File: src/hw/rtl/yuvls_pkg.sv
// shared types and constants for the yuv 4:2:2 line rescaler
// field widths, register and operation codes, controller states, divider request/response
// no dependencies
package yuvls_pkg;

    localparam int DEF_SOURCE_WIDTH = 720;
    localparam int SCALE_SPAN       = 720;

    localparam int COL_W     = 10;
    localparam int PIX_W     = 8;
    localparam int WIDTH_W   = 11;
    localparam int POS_W     = 20;
    localparam int PROD_W    = PIX_W + WIDTH_W;
    localparam int S_TDATA_W = 32;
    localparam int M_TDATA_W = 16;

    localparam logic [WIDTH_W-1:0] OUT_WIDTH_RESET = 11'd720;

    // bit-serial divider sizing
    localparam int DIV_NUM_W = 21;
    localparam int DIV_DEN_W = 12;
    localparam int DIV_CNT_W = 5;
    localparam int BLEND_Q_W = 8;
    localparam logic [DIV_CNT_W-1:0] DIV_POS_STEPS   = 5'd21;
    localparam logic [DIV_CNT_W-1:0] DIV_BLEND_STEPS = 5'd8;

    typedef enum logic {
        OP_LOAD    = 1'b0,
        OP_PRODUCE = 1'b1
    } t_op;

    typedef enum logic {
        REG_SCALE_ENABLE = 1'b0,
        REG_OUTPUT_WIDTH = 1'b1
    } t_reg_idx;

    typedef enum logic [3:0] {
        ST_IDLE,
        ST_WRITE,
        ST_COPY_RD,
        ST_COPY_CAP,
        ST_DIV_GO,
        ST_DIV_WAIT,
        ST_RD_Y,
        ST_RD_C,
        ST_CAP_C,
        ST_MUL,
        ST_SUM,
        ST_BLEND_GO,
        ST_BLEND_WAIT,
        ST_OUT
    } t_state;

    typedef struct packed {
        logic                 start;
        logic [DIV_DEN_W-1:0] rem;
        logic [DIV_NUM_W-1:0] dvd;
        logic [DIV_DEN_W-1:0] den;
        logic [DIV_CNT_W-1:0] steps;
    } t_div_req;

    typedef struct packed {
        logic                 done;
        logic [DIV_NUM_W-1:0] quo;
        logic [DIV_DEN_W-1:0] rem;
    } t_div_rsp;

endpackage

File: src/hw/rtl/yuvls_div.sv
// restoring radix-2 divider, one quotient bit per cycle, preloadable remainder
// depends on yuvls_pkg for widths and the request/response structs
module yuvls_div (
    input  logic                i_clk,
    input  logic                i_rst_n,
    input  yuvls_pkg::t_div_req i_req,
    output yuvls_pkg::t_div_rsp o_rsp
);
    import yuvls_pkg::*;

    logic [DIV_DEN_W-1:0] r_rem;
    logic [DIV_NUM_W-1:0] r_q;
    logic [DIV_DEN_W-1:0] r_den;
    logic [DIV_CNT_W-1:0] r_cnt;
    logic                 r_done;

    logic [DIV_DEN_W:0]   trial;
    logic [DIV_DEN_W:0]   diff;
    logic                 ge;
    logic [DIV_DEN_W-1:0] n_rem;
    logic [DIV_NUM_W-1:0] n_q;

    always_comb begin
        trial = {r_rem, r_q[DIV_NUM_W-1]};
        ge    = (trial >= {1'b0, r_den});
        diff  = trial - {1'b0, r_den};
        n_rem = ge ? diff[DIV_DEN_W-1:0] : trial[DIV_DEN_W-1:0];
        n_q   = {r_q[DIV_NUM_W-2:0], ge};
    end

    always_ff @(posedge i_clk) begin
        if (!i_rst_n) begin
            r_cnt  <= '0;
            r_done <= 1'b0;
        end else begin
            r_done <= 1'b0;
            if (i_req.start) begin
                r_cnt <= i_req.steps;
            end else if (r_cnt != '0) begin
                r_cnt <= r_cnt - 1'b1;
                if (r_cnt == DIV_CNT_W'(1)) begin
                    r_done <= 1'b1;
                end
            end
        end
    end

    always_ff @(posedge i_clk) begin
        if (i_req.start) begin
            r_rem <= i_req.rem;
            r_q   <= i_req.dvd;
            r_den <= i_req.den;
        end else if (r_cnt != '0) begin
            r_rem <= n_rem;
            r_q   <= n_q;
        end
    end

    assign o_rsp.done = r_done;
    assign o_rsp.quo  = r_q;
    assign o_rsp.rem  = r_rem;

endmodule

File: config.mk
export PLATFORM = sky130hd
export DESIGN_NAME = yuvls_div
export DESIGN_NICKNAME = d
export VERILOG_FILES = /design/src/hw/rtl/yuvls_pkg.sv /design/src/hw/rtl/yuvls_div.sv
export SDC_FILE = /design/constraint.sdc
export NUM_CORES = 1
export LEC_CHECK = 0
export BUFFER_PORTS_ARGS = -buffer_cell sky130_fd_sc_hd__buf_2
export CAP_MARGIN = 20
export CORE_MARGIN = 5
export CORE_UTILIZATION = 38
export CTS_CLUSTER_SIZE = 20
export DETAILED_ROUTE_END_ITERATION = 7
export HOLD_SLACK_MARGIN = 0.06
export PLACE_DENSITY = 0.73
export SLEW_MARGIN = 15
export SYNTH_ARGS = -nofsm -noshare
export SYNTH_HDL_FRONTEND = slang
export SYNTH_SLANG_ARGS = --single-unit
File: constraint.sdc
create_clock -name i_clk -period 2.8 [get_ports i_clk]
set_input_delay 0.7 -clock i_clk [delete_from_list [all_inputs] [get_ports i_clk]]
set_output_delay 0.7 -clock i_clk [all_outputs]
set_load 0.01 [all_outputs]
==> metrics.yaml, run 1 <==
drt_first_pass_iters: 4
syn2layout_area_growth_pct: 23.6
slew_viol_final: 0
ys_warn_count: 0
r2r-start: "r_rem[5]$_DFFE_PP_"
wl_met3_um: 530
cp-start-kind: "flop"
max-clock-path-buffers: 2
path_clk_slew_ps: 100
die_area_mm2: 0.00950
hold_depth: 1
max_freq_ghz: 0.383
power.density_mw_per_mm2: 905
diodes: 0
synth_fp_nets: 321
clock_skew_ps: 5.67
dpl.hpwl_um: 5200
r2r_slack_ps: 190
drcViolationCount: 0
gp_congestion: 0.852
drt_iter0_markers: 118
cp-end-kind: "flop"
path_delay_family: "compound AO/OA/AOI/OAI gates"
ys_ff_latch: 51
final_nets: 414
ys_types: 59
min_from: "i_req[5]"
wirelength_um: 6860
first_global_vias: 2358
post-route-min-period_ps: 2610
met2_length_um: 3200
fp-row-count: 31
synth_flop_cell: "edfxtp_1"
worst_skew_pair.late_latency_ps: 300
fin_crit_sh_pct: 93.3
worst-path-buf-inv: 0
worstReg2RegEnd: "r_q[0]$_DFFE_PP_"
syn_avg_cell_area_um2: 11.5
ir_worst_vdd_mv: 0.421
htree_levels: 2
drtAntennaViolNets: 0
cp_max_fo: 12
cap_viol_max_count: 0
syn_area_mm2: 0.00291
tns_ps: 0
cts_tree: "built"
outcome: "completed"
overflow: 0
critical_path_class: "reg -> reg"
drive_gt1_share_pct: 39.0
root_buffer: "clkbuf_8"
coreArea_mm2: 0.00737
rsz0062_at_grt: "no"
seq_area_frac_synth_pct: 50.6
power_leakage_uw: 0.00159
cpPeakStageDelay_ps: 490
avgRoutedWirePerCell_um: 15.4
ios: 87
avgViaCountPerCell: 5.09
routed.top_layer: "met4"
synth_edf_count: 45
hold_path.class: "in -> reg"
grt_usage_pct: 14.3
cp.required_ps: 2870
vias: 2265
hold_end: "r_den[0]$_DFFE_PP_"
whs_ps: 561
max_slew_margin_pct: 70.3
async_flop_share_pct: 0
grt_pass1_wl_um: 11200
tightest_slew_ps: 434
die_h_um: 97.5
synthesis.instances: 252
numCtsBuffers: 5
io_buffers: 86
cts_sinks: 51
reg2regPathDepth: 6
post-cts-setup-buffers: 0
die_x_um: 97.5
hold_viol_final: 0
grt_start_max_net_pins: 51
wl_met1_um: 3050
arrival_ps: 2680
initial_core_util_pct: 39.5
cp_cell_sequence: "ha_1, a21oi_2, nor2_1, o41a_1, o31a_2, mux2_4"
slowest_stage: "o31a_2"
antenna_found_initial: 0
setup_viol_count_final: 0
through the flow:
step	utilization, %	area (um2)	setup WS, ps	instances	power (uW)
2_1_floorplan	-	2910	295	252	2320
3_3_place_gp	47.5	3500	90.6	437	2770
3_5_place_dp	47.5	3500	43.5	437	2810
4_1_cts	48.7	3590	37.4	445	3250
5_1_grt	48.8	3590	27.8	445	3500
6_report	48.8	3590	188	445	3250
worst max path at each step:
stage / cells after the start / end / from
3_5_place_dp: 7 / r_rem[7]$_DFFE_PP_ / r_rem[5]$_DFFE_PP_
4_1_cts: 7 / r_rem[7]$_DFFE_PP_ / r_rem[5]$_DFFE_PP_
5_1_grt: 7 / r_rem[1]$_DFFE_PP_ / r_rem[7]$_DFFE_PP_
2_1_floorplan: 7 / r_q[0]$_DFFE_PP_ / r_rem[5]$_DFFE_PP_
3_3_place_gp: 7 / r_rem[7]$_DFFE_PP_ / r_rem[5]$_DFFE_PP_
6_report: 6 / r_q[0]$_DFFE_PP_ / r_rem[5]$_DFFE_PP_
kinds of logic after synthesis:
family / count (synthesis) / synth area share (%)
multiplexers: 26 / 10.0
flip-flops: 51 / 50.6
adder cells (fa/ha/maj): 16 / 7.14
buffers and inverters: 29 / 4.13
AO/OA/AOI/OAI: 53 / 13.7
AND/OR/NAND/NOR: 68 / 11.7
XOR/XNOR: 9 / 2.71
sequential cells by signal, indices dropped and copies added (netlist names):
register and cells:
r_rem 12, r_den 12, r_cnt 5, r_done 1, r_q 21
layer usage:
layer / track usage (%) / vias to the layer above
met5: 0 / -
met3: 4.59 / 8
met2: 23.2 / 79
met1: 18.7 / 1058
li1: - / 1120
met4: 3.30 / 0
power breakdown:
part	switching, uW	internal [uW]
Clock	253	175
Sequential	125	1060
Combinational	895	747
synthesized netlist by cell type, types with 2 or more instances:
cell / n / share of area, %
o31ai_1: 2 / 0.52
dfxtp_1: 6 / 4.1
nor2b_1: 5 / 1.1
nand2b_1: 4 / 0.86
a31oi_1: 3 / 0.65
a21oi_1: 11 / 1.9
inv_1: 18 / 2.3
nand2_1: 24 / 3.1
o211ai_1: 2 / 0.52
buf_1: 2 / 0.26
edfxtp_1: 45 / 46
xor2_1: 4 / 1.2
a2bb2oi_1: 2 / 0.60
xnor2_1: 5 / 1.5
nor2_1: 14 / 1.8
ha_1: 15 / 6.5
clkbuf_1: 6 / 0.77
nor3_1: 3 / 0.52
mux2i_1: 4 / 1.4
a311oi_1: 2 / 0.60
or3_1: 4 / 0.86
nand3b_1: 2 / 0.52
o21ai_0: 8 / 1.4
mux2_2: 21 / 8.1
a21o_1: 5 / 1.3
and2_1: 2 / 0.43
cell usage in the layout, fill, tap and decap left out, types with 2 or more instances in the layout:
cell       Yosys  final
a31oi_1        3      3
ha_1          15     15
buf_2          0     86
a2bb2oi_1      2      2
o21ai_0        8      8
nor3_1         3      3
nand3b_1       2      2
o31ai_1        2      2
nor2b_1        5      5
edfxtp_1      45     45
nand2_1       24     24
clkbuf_8       0      5
xnor2_1        5      5
a311oi_1       2      2
or3_1          4      4
buf_4          1      9
a21oi_1       11     11
xor2_1         4      4
mux2_2        21     21
and2_1         2      2
o211ai_1       2      2
nand2b_1       4      4
nor2_1        14     14
a21o_1         5      5
inv_1         18     18
dfxtp_1        6      6
mux2i_1        4      4
timing repair:
action,CTS,global route
resized for setup,0,2
hold buffers,0,0
endpoints found under the setup margin,0,9
cell type report:
type | count | area (um2)
flip-flops and latches | 51 | 1470
fillers | 693 | 3780
inverters | 19 | 71.3
clock inverters | 2 | 12.5
well taps | 99 | 124
clock buffers | 6 | 72.6
multi-input cells | 172 | 1320
repair buffers | 96 | 518
Power figures use the tool's default switching activity.
==> run 2, diff against run 1 <==
--- a/config.mk
+++ b/config.mk
@@ -7,7 +7,7 @@
 export LEC_CHECK = 0
 export BUFFER_PORTS_ARGS = -buffer_cell sky130_fd_sc_hd__buf_2
 export CAP_MARGIN = 20
-export CORE_MARGIN = 5
+export CORE_MARGIN = 2
 export CORE_UTILIZATION = 38
 export CTS_CLUSTER_SIZE = 20
 export DETAILED_ROUTE_END_ITERATION = 7
==> run 2 against run 1 <==
  * Global-route usage up 1.3 points
  * Fmax down 1.1%
  * Critical endpoint is now r_rem[2]$_DFFE_PP_
  * Hold slack worse by 8.5 ps
  * Via count decreased by 0.57%
  * Clock power grew 4%
  * Final area decreased by 0.45%
  * First-iteration DRC count is 6.8% higher
  * Critical path depth rose by 1
==> metrics.yaml, run 2 (synthesis results as in run 1) <==
outcome: "completed"
max_slew_margin_pct: 70.5
whs_ps: 553
drcViolationCount: 0
cts_sinks: 51
die_x_um: 91.5
diodes: 0
seq_area_mm2: 0.00147
die_area_mm2: 0.00837
overflow: 0
cp-start-kind: "flop"
final_cell_mix: "buf_2 (86), edfxtp_1 (45), nand2_1 (24), mux2_2 (21), inv_1 (18)"
multi_input_area_mm2: 0.00133
largest_reg_flops: 21
drt_iter0_markers: 126
grt_start_max_net_pins: 34
p_seq_share_pct: 36.3
clock_skew_ps: 8.92
cp.required_ps: 2850
fill_cells: 696
dpl.hpwl_um: 4960
max_freq_ghz: 0.379
drtAntennaViolNets: 0
tightest_slew_ps: 442
gp_congestion: 0.818
rsz0062_at_grt: "no"
hold_viol_final: 0
cap_viol_max_count: 0
power.density_mw_per_mm2: 900
fin_crit_sh_pct: 94.3
final_nets: 412
largestRegisters: "r_q x21, r_den x12, r_rem x12"
vias: 2252
setup_viol_count_final: 0
root_buffer: "clkbuf_8"
slew_viol_final: 0
die_h_um: 91.5
critical_path_class: "reg -> reg"
internal_power_uw: 1950
post-route-min-period_ps: 2640
path_clk_slew_ps: 100
drt_first_pass_iters: 4
tns_ps: 0
dp_cells: 435
drive_gt1_share_pct: 39.2
max-clock-path-buffers: 2
worst_skew_pair.late_latency_ps: 310
p_sw_share_pct: 39.3
grt_pass1_wl_um: 10600
final_common_cell: "buf_2"
syn2layout_area_growth_pct: 23.0
comb_power_share_pct: 49.9
hold_path.class: "in -> reg"
p_clk_share_pct: 13.8
cp-end-kind: "flop"
numCtsBuffers: 5
switchingPower_uw: 1270
grt_usage_pct: 15.7
antenna_found_initial: 0
ir_worst_vdd_mv: 0.424
avgViaCountPerCell: 5.08
htree_levels: 2
first_global_vias: 2252
initial_core_util_pct: 39.7
top_register: "r_q"
cts_tree: "built"
fp-row-count: 31
power_leakage_uw: 0.00158
ios: 87
arrival_ps: 2690
coreArea_mm2: 0.00733
finalNonFillerCells: 443
avgRoutedWirePerCell_um: 14.7
wirelength_um: 6520
io_buffers: 86
cp_max_fo: 12
run 2: path summary, 6_finish.rpt:
check,cells past startpoint,from,endpoint,slack (ps)
min,1,i_req[10],r_den[5]$_DFFE_PP_,550
max reg2reg,7,r_rem[5]$_DFFE_PP_,r_rem[2]$_DFFE_PP_,160
min reg2reg,1,r_q[18]$_DFFE_PP_,r_q[19]$_DFFE_PP_,590
max,7,r_rem[5]$_DFFE_PP_,r_rem[2]$_DFFE_PP_,160
run 2: final cells by class:
type	instances	area share, %
Clock inverter	3	0.665
Multi-Input combinational cell	172	37.1
Sequential cell	51	41.1
Clock buffer	5	1.92
Tap cell	99	3.46
Timing Repair Buffer	94	13.7
Inverter	19	1.99
run 2: timing repair:
action	CTS	global route
gates resized for setup	0	3
setup endpoints to repair	0	9
hold buffers	0	0
buffers inserted	0	0
run 2: per-layer routing:
layer	track usage, %	vias up	share of wire [%]
met2	25.2	70	47
met3	4.32	7	7.1
met4	4.17	0	0.86
met1	20.8	1057	45
li1	-	1118	-
met5	0	-	0
run 2: worst max-delay path, stage by stage (launching register included):
cell      delay, ps
edfxtp_1        430
ha_1            400
a21oi_2         250
nor2_1           70
o41a_1          450
o31a_2          490
mux2i_1         200
o21ai_0          90
run 2: power by group through the flow:
stage	clock (uW)	combinational (uW)	sequential (uW)
2_1_floorplan	0	1070	1250
5_1_grt	482	1780	1200
6_report	444	1610	1170
3_5_place_dp	0	1570	1190
3_3_place_gp	0	1540	1180
4_1_cts	460	1580	1170
run 2: through the flow:
| stage | area (um2) | total power, uW | worst slack, ps | utilization [%] |
|---|---|---|---|---|
| after global placement | 3470 | 2730 | 161 | 47.4 |
| after detailed placement | 3470 | 2760 | 77.6 | 47.4 |
| after global routing | 3580 | 3460 | 32.4 | 48.8 |
| after CTS | 3570 | 3220 | 46.4 | 48.6 |
| after floorplan | 2910 | 2320 | 295 | - |
| final | 3580 | 3220 | 160 | 48.8 |
